[src/sv/blt_pkg.sv]
`default_nettype none
// ----------------------------------------------------------------------------
// blt_pkg
// Shared types and constants of the branch label table.
// ----------------------------------------------------------------------------
package blt_pkg;

    localparam int CAPACITY  = 32;
    localparam int KEY_W     = 64;
    localparam int IDX_W     = (CAPACITY > 1) ? $clog2(CAPACITY) : 1;
    localparam int CNT_W     = $clog2(CAPACITY + 1);
    localparam int DEPTH_W   = 10;
    localparam int BCI_W     = 16;
    localparam int LIT_W     = 16;
    localparam int SLOT_W    = 8;
    localparam int OP_W      = 2;
    localparam int OCC_W     = 2;
    localparam int STATUS_W  = 3;

    localparam logic [OP_W-1:0] OP_RECORD  = 2'd0;
    localparam logic [OP_W-1:0] OP_RESOLVE = 2'd1;
    localparam logic [OP_W-1:0] OP_CLEAR   = 2'd2;

    localparam logic [OCC_W-1:0] OCC_DEF    = 2'd0;
    localparam logic [OCC_W-1:0] OCC_SIMPLE = 2'd1;

    localparam logic [STATUS_W-1:0] ST_OK        = 3'd0;
    localparam logic [STATUS_W-1:0] ST_MISMATCH  = 3'd1;
    localparam logic [STATUS_W-1:0] ST_MULTI_DEF = 3'd2;
    localparam logic [STATUS_W-1:0] ST_UNDEFINED = 3'd3;
    localparam logic [STATUS_W-1:0] ST_FULL      = 3'd4;

    typedef enum logic [1:0] {
        S_IDLE,
        S_LOOK,
        S_WRITE
    } t_state;

    typedef struct packed {
        logic               hit;
        logic [DEPTH_W-1:0] depth;
        logic [BCI_W-1:0]   bci;
        logic               defined;
        logic               has_lit;
        logic [LIT_W-1:0]   literal;
    } t_hit;

    typedef struct packed {
        logic               look;
        logic               insert;
        logic               set_def;
        logic               set_lit;
        logic [CNT_W-1:0]   count;
        logic [KEY_W-1:0]   key;
        logic [DEPTH_W-1:0] depth;
        logic [BCI_W-1:0]   bci;
        logic               defined;
        logic [LIT_W-1:0]   literal;
    } t_cell_cmd;

endpackage
`default_nettype wire

[src/sv/blt_cell.sv]
`default_nettype none
// ----------------------------------------------------------------------------
// blt_cell
// One table entry: key compare, hit flag, and a link of the hit data chain.
// ----------------------------------------------------------------------------
module blt_cell
    import blt_pkg::*;
(
    input  wire logic             i_clk,
    input  wire logic             i_rst_n,
    input  wire logic [IDX_W-1:0] i_index,
    input  wire t_cell_cmd        i_cmd,
    input  wire t_hit             i_chain,
    output t_hit                  o_chain,
    output logic                  o_hit
);

    logic [KEY_W-1:0]   r_key;
    logic [DEPTH_W-1:0] r_depth;
    logic [BCI_W-1:0]   r_bci;
    logic               r_defined;
    logic               r_has_lit;
    logic [LIT_W-1:0]   r_literal;
    logic               r_hit;

    logic w_valid;
    logic w_slot;
    t_hit w_own;

    assign w_valid = CNT_W'(i_index) < i_cmd.count;
    assign w_slot  = CNT_W'(i_index) == i_cmd.count;

    always_ff @(posedge i_clk) begin
        if (!i_rst_n) begin
            r_hit <= 1'b0;
        end else if (i_cmd.look) begin
            r_hit <= w_valid && (r_key == i_cmd.key);
        end
    end

    always_ff @(posedge i_clk) begin
        if (i_cmd.insert && w_slot) begin
            r_key     <= i_cmd.key;
            r_depth   <= i_cmd.depth;
            r_bci     <= i_cmd.bci;
            r_defined <= i_cmd.defined;
            r_has_lit <= i_cmd.set_lit;
            r_literal <= i_cmd.set_lit ? i_cmd.literal : '0;
        end else if (r_hit && !i_cmd.insert) begin
            if (i_cmd.set_def) begin
                r_bci     <= i_cmd.bci;
                r_defined <= 1'b1;
            end
            if (i_cmd.set_lit) begin
                r_has_lit <= 1'b1;
                r_literal <= i_cmd.literal;
            end
        end
    end

    always_comb begin
        w_own         = '0;
        w_own.hit     = 1'b1;
        w_own.depth   = r_depth;
        w_own.bci     = r_bci;
        w_own.defined = r_defined;
        w_own.has_lit = r_has_lit;
        w_own.literal = r_literal;
    end

    assign o_chain = r_hit ? (i_chain | w_own) : i_chain;
    assign o_hit   = r_hit;

endmodule
`default_nettype wire

[src/sv/branch_label_table.sv]
// Steps: the request is registered at the accepting edge, the look state registers
// the cell hit flags, and the update state loads the results and o_valid.
// A new request is taken in the update state of the last one, but not in the
// look state, while busy is high.
// The receiver cannot stall; each result is shown for one cycle with o_valid.
// Synchronous active-low reset empties the table (entry count to zero) and idles.
`default_nettype none
// ----------------------------------------------------------------------------
// branch_label_table
// Associative table of assembler branch labels built as a row of entry cells.
// ----------------------------------------------------------------------------
module branch_label_table
    import blt_pkg::*;
(
    input  wire logic                i_clk,
    input  wire logic                i_rst_n,
    input  wire logic                start,
    output logic                     busy,
    input  wire logic [OP_W-1:0]     i_operation,
    input  wire logic [OCC_W-1:0]    i_occurrence,
    input  wire logic [63:0]         i_label_key,
    input  wire logic [DEPTH_W-1:0]  i_stack_depth,
    input  wire logic [BCI_W-1:0]    i_bytecode_index,
    input  wire logic [LIT_W-1:0]    i_fresh_literal,
    input  wire logic [SLOT_W-1:0]   i_vector_slot,
    output logic                     o_valid,
    output logic [STATUS_W-1:0]      o_status,
    output logic [LIT_W-1:0]         o_literal_index,
    output logic                     o_literal_taken,
    output logic [BCI_W-1:0]         o_resolved_bci,
    output logic [SLOT_W-1:0]        o_slot_echo,
    output logic [DEPTH_W-1:0]       o_earlier_depth,
    output logic [BCI_W-1:0]         o_earlier_bci
);

    t_state             r_state, n_state;
    logic [CNT_W-1:0]   r_entry_count, n_entry_count;
    logic [OP_W-1:0]    r_op;
    logic [OCC_W-1:0]   r_occ;
    logic [KEY_W-1:0]   r_key;
    logic [DEPTH_W-1:0] r_depth;
    logic [BCI_W-1:0]   r_bci;
    logic [LIT_W-1:0]   r_fresh;
    logic [SLOT_W-1:0]  r_slot;

    logic               w_accept;
    logic               w_write;
    t_cell_cmd          w_cmd;
    t_hit               w_chain [CAPACITY+1];
    logic [CAPACITY-1:0] w_hits;
    t_hit               w_h;
    logic               w_is_def;
    logic               w_is_simple;
    logic               w_full;

    logic [STATUS_W-1:0] n_status;
    logic [LIT_W-1:0]    n_lit;
    logic                n_taken;
    logic [BCI_W-1:0]    n_rbci;
    logic [DEPTH_W-1:0]  n_e_depth;
    logic [BCI_W-1:0]    n_e_bci;
    logic                n_insert;
    logic                n_set_def;
    logic                n_set_lit;
    logic                n_clear;

    always_ff @(posedge i_clk) begin
        if (!i_rst_n) begin
            r_state <= S_IDLE;
        end else begin
            r_state <= n_state;
        end
    end

    always_comb begin
        n_state = r_state;
        busy    = 1'b0;
        case (r_state)
            S_IDLE: begin
                if (start) begin
                    n_state = S_LOOK;
                end
            end
            S_LOOK: begin
                busy    = 1'b1;
                n_state = S_WRITE;
            end
            S_WRITE: begin
                n_state = start ? S_LOOK : S_IDLE;
            end
            default: begin
                n_state = S_IDLE;
            end
        endcase
    end

    assign w_accept = start && !busy;
    assign w_write  = (r_state == S_WRITE);

    always_ff @(posedge i_clk) begin
        if (w_accept) begin
            r_op    <= i_operation;
            r_occ   <= i_occurrence;
            r_key   <= i_label_key[KEY_W-1:0];
            r_depth <= i_stack_depth;
            r_bci   <= i_bytecode_index;
            r_fresh <= i_fresh_literal;
            r_slot  <= i_vector_slot;
        end
    end

    always_comb begin
        w_cmd         = '0;
        w_cmd.look    = (r_state == S_LOOK);
        w_cmd.insert  = w_write && n_insert;
        w_cmd.set_def = w_write && n_set_def;
        w_cmd.set_lit = w_write && n_set_lit;
        w_cmd.count   = r_entry_count;
        w_cmd.key     = r_key;
        w_cmd.depth   = r_depth;
        w_cmd.bci     = r_bci;
        w_cmd.defined = w_is_def;
        w_cmd.literal = r_fresh;
    end

    assign w_chain[0] = '0;

    for (genvar g = 0; g < CAPACITY; g++) begin : g_cell
        blt_cell u_cell (
            .i_clk   (i_clk),
            .i_rst_n (i_rst_n),
            .i_index (IDX_W'(g)),
            .i_cmd   (w_cmd),
            .i_chain (w_chain[g]),
            .o_chain (w_chain[g+1]),
            .o_hit   (w_hits[g])
        );
    end

    assign w_h         = w_chain[CAPACITY];
    assign w_is_def    = (r_occ == OCC_DEF);
    assign w_is_simple = (r_occ == OCC_SIMPLE);
    assign w_full      = (r_entry_count == CNT_W'(CAPACITY));

    always_comb begin
        n_status  = ST_OK;
        n_lit     = '0;
        n_taken   = 1'b0;
        n_rbci    = '0;
        n_e_depth = '0;
        n_e_bci   = '0;
        n_insert  = 1'b0;
        n_set_def = 1'b0;
        n_set_lit = 1'b0;
        n_clear   = 1'b0;
        case (r_op)
            OP_RECORD: begin
                if (!w_h.hit) begin
                    if (w_full) begin
                        n_status = ST_FULL;
                    end else begin
                        n_insert = 1'b1;
                        if (w_is_simple) begin
                            n_set_lit = 1'b1;
                            n_taken   = 1'b1;
                            n_lit     = r_fresh;
                        end
                    end
                end else begin
                    n_e_depth = w_h.depth;
                    n_e_bci   = w_h.bci;
                    if (w_h.depth != r_depth) begin
                        n_status = ST_MISMATCH;
                    end else if (w_is_def) begin
                        if (w_h.defined) begin
                            n_status = ST_MULTI_DEF;
                        end else begin
                            n_set_def = 1'b1;
                        end
                    end else if (w_is_simple) begin
                        if (!w_h.has_lit) begin
                            n_set_lit = 1'b1;
                            n_taken   = 1'b1;
                            n_lit     = r_fresh;
                        end else begin
                            n_lit = w_h.literal;
                        end
                    end
                end
            end
            OP_RESOLVE: begin
                if (w_h.hit) begin
                    n_e_depth = w_h.depth;
                    n_e_bci   = w_h.bci;
                end
                if (!w_h.hit || !w_h.defined) begin
                    n_status = ST_UNDEFINED;
                end else begin
                    n_rbci = w_h.bci;
                end
            end
            OP_CLEAR: begin
                n_clear = 1'b1;
            end
            default: begin
            end
        endcase
    end

    always_comb begin
        n_entry_count = r_entry_count;
        if (w_write) begin
            if (n_clear) begin
                n_entry_count = '0;
            end else if (n_insert) begin
                n_entry_count = r_entry_count + CNT_W'(1);
            end
        end
    end

    always_ff @(posedge i_clk) begin
        if (!i_rst_n) begin
            r_entry_count <= '0;
            o_valid       <= 1'b0;
        end else begin
            r_entry_count <= n_entry_count;
            o_valid       <= w_write;
        end
    end

    always_ff @(posedge i_clk) begin
        if (w_write) begin
            o_status        <= n_status;
            o_literal_index <= n_lit;
            o_literal_taken <= n_taken;
            o_resolved_bci  <= n_rbci;
            o_slot_echo     <= r_slot;
            o_earlier_depth <= n_e_depth;
            o_earlier_bci   <= n_e_bci;
        end
    end

`ifndef ASSERT_OFF
    a_result_follows_write: assert property (@(posedge i_clk) disable iff (!i_rst_n)
        (r_state == S_WRITE) |=> o_valid)
        else $error("result strobe missing after update cycle");

    a_count_in_range: assert property (@(posedge i_clk) disable iff (!i_rst_n)
        r_entry_count <= CNT_W'(CAPACITY))
        else $error("entry count beyond capacity");

    a_single_hit: assert property (@(posedge i_clk) disable iff (!i_rst_n)
        (r_state == S_WRITE) |-> $onehot0(w_hits))
        else $error("label key stored in more than one cell");

    a_error_takes_nothing: assert property (@(posedge i_clk) disable iff (!i_rst_n)
        (o_valid && (o_status != ST_OK)) |-> !o_literal_taken)
        else $error("literal taken on an error result");

    a_no_insert_when_found: assert property (@(posedge i_clk) disable iff (!i_rst_n)
        (w_write && w_h.hit) |-> !w_cmd.insert)
        else $error("insert of a key already present");
`endif

endmodule
`default_nettype wire
[config.mk]
export PLATFORM = sky130hd
export DESIGN_NAME = branch_label_table
export DESIGN_NICKNAME = d
export VERILOG_FILES = /design/src/sv/blt_pkg.sv /design/src/sv/blt_cell.sv /design/src/sv/branch_label_table.sv
export SDC_FILE = /design/constraint.sdc
export NUM_CORES = 2
export LEC_CHECK = 0
export BUFFER_PORTS_ARGS = -buffer_cell sky130_fd_sc_hd__buf_2
export CAP_MARGIN = 20
export CORE_MARGIN = 3
export CORE_UTILIZATION = 35
export CTS_BUF_LIST = sky130_fd_sc_hd__clkbuf_16
export DETAILED_ROUTE_END_ITERATION = 8
export SLEW_MARGIN = 20
export SYNTH_ARGS = -nofsm -noshare
export SYNTH_HDL_FRONTEND = slang
export SYNTH_SLANG_ARGS = --single-unit
[constraint.sdc]
create_clock -name i_clk -period 9.1 [get_ports i_clk]
set_input_delay 0 -clock i_clk [delete_from_list [all_inputs] [get_ports i_clk]]
set_output_delay 0 -clock i_clk [all_outputs]
set_load 0.02 [all_outputs]
==> implementation parameters <==
Parameter                              Value

Status
  Result of the run    finished clean

Floorplan
  Ports placed on the boundary    193
  Row count    237
  DIE HEIGHT    655 microns
  Area inside the core boundary    418000 sq um
  Area of the die    428000 sq um
  Horizontal extent of the die    655 microns
  Initial cell density of the core    0.352

Pwr
  Int Power    27.6 mW
  Power Density    208 nW/um^2
  Switching fraction of total power    0.225
  Clock Power Share    0.423
  Share of total power in combinational logic    0.050
  Net Sw Power    8.00 mW
  Portion of total power attributed to sequential cells    0.527
  Static Leak    54.1 nW
  Peak supply drop    0.000181 V

Synth
  Fraction of the mapped netlist area in compound gates    0.0837
  Post-synthesis average cell area    16.1 sq um
  Mux share of post-synthesis cell area    0
  Predominant post-synthesis flop cell    edfxtp_1
  Cell taking the most area after synthesis    edfxtp_1
  Main combinational cell family by area after synthesis    XOR/XNOR gates
  Largest cells by area after synthesis    edfxtp_1, xnor2_1, xor2_1, a22oi_1, nand4_1
  Number of enable flip-flop cells after synthesis    3644
  Mapped Nets    9257
  Post-synthesis adder-cell area fraction    0.000255
  Flip-flop and latch count after synthesis    3685
  Share of synthesized cell area in and, or, nand and nor gates    0.0510
  Number of different library cells in the post-synthesis netlist    69
  Yosys Warn Count    0
  Xor/xnor cell area share of the yosys netlist    0.0926
  Post-synth top area share    0.743
  Post-Syn Area    147000 sq um
  Seq/Total Area, Yosys    0.749
  Share of synthesized flip-flops with an asynchronous set or reset    0
  Post-Syn Instances    9133

Global route
  Total gr overflow    0
  Global-route wire length before repair    745000 microns
  All-Layer GR Usage    0.249
  Maximum number of pins on one net before global-route repair    115
  Vias in the first global route    89623
  Antenna violations before repair    52

Timing
  Highest attainable clock frequency    0.179 GHz
  Final Slew Violations    0
  Slew of the pin with the lowest slew margin    1.27 ns
  Setup repair after global routing missed its margin    false
  Final clock skew    0.0714 ns
  Share of the clock period used by the worst path after layout    0.614
  Final TNS setup    0 ns
  Slack of the critical path    3.51 ns
  Final setup violation count    0
  Number of hold violations in the final report    0
  WHS    0.0761 ns
  Relative slew margins    0.145
  Post-layout minimum cycle time    5.59 ns

Setup path
  Most frequent cell on the critical path    buf_4
  FF-to-FF Start    g_cell[22].u_cell.o_hit$_SDFFE_PN0P_
  Register-to-register setup slack    3.51 ns
  Cell type group with the largest total delay on the critical path    buffers and inverters
  Arrival @ worst endpoint    6.16 ns
  Critical path class    register to register
  Register-to-Register Path Depth    11
  Crit Reg-Reg Endpoint    g_cell[27].u_cell.r_key[18]$_DFFE_PP_
  CP Launch Type    register
  Worst path required time    9.67 ns
  Worst path max stage delay    0.80 ns
  Capturing element type of the critical path    register
  Cell-by-cell trace of the critical path    buf_4, buf_4, nor4_1, nand2_1, nor4_4, and4_4, and2_4, buf_4, nand2_1, clkinv_2, buf_4
  Buffers & Inverters on Critical Path    5
  Worst Path Max Fanout    64
  Critical path's slowest cell    buf_4

Routing
  Number of remaining DRC errors    0
  Routed wl met2    248000 microns
  Top sig layer    met5
  Via count    93962
  Met1 layer wirelength in the final routing    205000 microns
  Metal3 WL    64700 microns
  Final WL    549000 microns
  Number of search-and-repair iterations in the first detailed-routing pass    6
  Post-DR wirelength/cell    35.2 microns
  DRT antenna net count    0
  Drt via density    6.03
  1st-iter DRT viols    15993

Clock network
  Number of buffers added by the clock tree synthesis step    376
  Root buffer selected by CTS    clkbuf_16
  Clk Latency, worst-skew pair    0.99 ns
  Clock tree sinks    3685
  CTS tree    done
  H-tree levels    5
  Setup fix buffers added after clock tree synthesis    0
  Clock Pin Slew Worst Setup and Hold Paths    0.06 ns
  Maximum root-to-sink buffer count    4

Placed design
  Final weighted congestion in routability-driven placement    0.969
  Placed wire-length estimate after detailed placement    334000 microns
  Quantity of I/O buffers inserted on ports    192
  Post-placement worst setup slack    3.67 ns

Cells and area
  Layout cells sized above 1    0.133
  Area Growth Syn to Fin    16.5%
  Final Net Count    9901
  End-of-flow core utilization    0.410
  Fill cell count    37280

Hold path
  Hold depth    2
  Worst min-delay path class    input pin to register
  Hold wc startpoint    i_operation[1]
  Endpoint of the worst hold-timing path    r_op[1]$_DFFE_PP_

Run
  Max-cap check violation count    0
## cells in the mapped netlist (39+ instances only)
library cell	number
a21oi_1	220
a31oi_1	98
o2bb2ai_1	78
edfxtp_1	3644
nor2_1	289
nand4_1	402
o21ai_0	45
dfxtp_1	41
a221oi_1	228
xnor2_1	859
nor4_1	270
a22oi_1	508
nand2_1	117
nor2b_1	39
nand3_1	83
o22ai_1	188
inv_1	239
clkbuf_1	356
buf_2	47
xor2_1	697
buf_1	160
nor3_1	52
a22o_1	166
## worst max-delay path by stage
stage / start / endpoint / slack, ns / cells after the start
after CTS: g_cell[22].u_cell.o_hit$_SDFFE_PN0P_ / g_cell[27].u_cell.r_key[42]$_DFFE_PP_ / 3.71 / 11
after detailed placement: g_cell[22].u_cell.o_hit$_SDFFE_PN0P_ / g_cell[27].u_cell.r_key[42]$_DFFE_PP_ / 3.67 / 11
after global routing: g_cell[22].u_cell.o_hit$_SDFFE_PN0P_ / g_cell[27].u_cell.r_key[5]$_DFFE_PP_ / 3.40 / 11
final: g_cell[22].u_cell.o_hit$_SDFFE_PN0P_ / g_cell[27].u_cell.r_key[18]$_DFFE_PP_ / 3.51 / 11
after global placement: g_cell[22].u_cell.o_hit$_SDFFE_PN0P_ / g_cell[27].u_cell.r_key[22]$_DFFE_PP_ / 3.60 / 11
after floorplan: r_state[1]$_SDFFE_PN0P_ / g_cell[4].u_cell.r_depth[0]$_DFFE_PP_ / 1.95 / 6
## worst reg2reg max path, delay by kind of cell, from the launching register on
kind	cells	cell delay, ns
buf+inv	5	2.59
flops	1	0.31
simple gates	6	2.21
## power by group through the flow
stage	Clock, mW	Sequential, mW	Combinational (mW)
6_report	15.1	18.8	1.79
5_1_grt	15.8	18.8	1.84
4_1_cts	15.1	18.8	1.74
3_5_place_dp	0	19.1	1.66
3_3_place_gp	0	19.1	1.62
2_1_floorplan	0	19.2	0.712
## metal layers
layer  vias to the layer above  global-route usage
li1                      37017                   -
met1                     48261               0.330
met2                      7215               0.390
met3                      1455              0.0542
met4                        14               0.113
met5                         -                   0
## layout by cell type (no fill, tap or decap), types with 254 or more instances in the layout
cell       netlist  layout
clkbuf_16        0     380
nor2_1         289     278
buf_4           15     378
xor2_1         697     697
nor4_1         270     254
inv_1          239     275
xnor2_1        859     859
a22oi_1        508     508
nand4_1        402     402
edfxtp_1      3644    3644
## final cells by class
class	count	area, sq um	area share
Multi-Input combinational cell	4591	34400	0.201
Tap cell	5497	6880	0.0401
Sequential cell	3685	110000	0.643
Inverter	263	1020	0.00598
Clock buffer	380	9510	0.0555
Timing Repair Buffer	860	7090	0.0414
Antenna cell	13	32.5	0.000190
Clock inverter	303	2250	0.0131
## kinds of logic after synthesis
| family | after synthesis |
|---|---|
| compound gates | 1680 |
| buf+inv | 857 |
| fa+ha+maj | 3 |
| flops | 3685 |
| simple gates | 1352 |
| xor+xnor | 1556 |
## repair_timing
item                      4_1_cts  5_1_grt
hold endpoints to repair      184        0
hold buffers                  239        0
resized for setup               0        0
## stage by stage
step           power, mW  instance area [sq um]  std cells
6_report            35.6                 171000      15592
5_1_grt             36.4                 171000      15579
4_1_cts             35.7                 171000      15568
3_5_place_dp        20.8                 157000      14646
3_3_place_gp        20.8                 157000      14633
2_1_floorplan       19.9                 147000       9133
## state kept, by name, indices dropped and copies added, names as in the netlist, 10 cells and up
register / flops
r_depth: 10
o_earlier_bci: 16
g_cell.u_cell.r_has_lit: 32
r_fresh: 16
r_key: 64
g_cell.u_cell.r_key: 2048
o_earlier_depth: 10
o_literal_index: 16
o_resolved_bci: 16
g_cell.u_cell.r_literal: 512
r_bci: 16
g_cell.u_cell.o_hit: 32
g_cell.u_cell.r_defined: 32
g_cell.u_cell.r_depth: 320
g_cell.u_cell.r_bci: 512
Power figures use the tool's default switching activity.
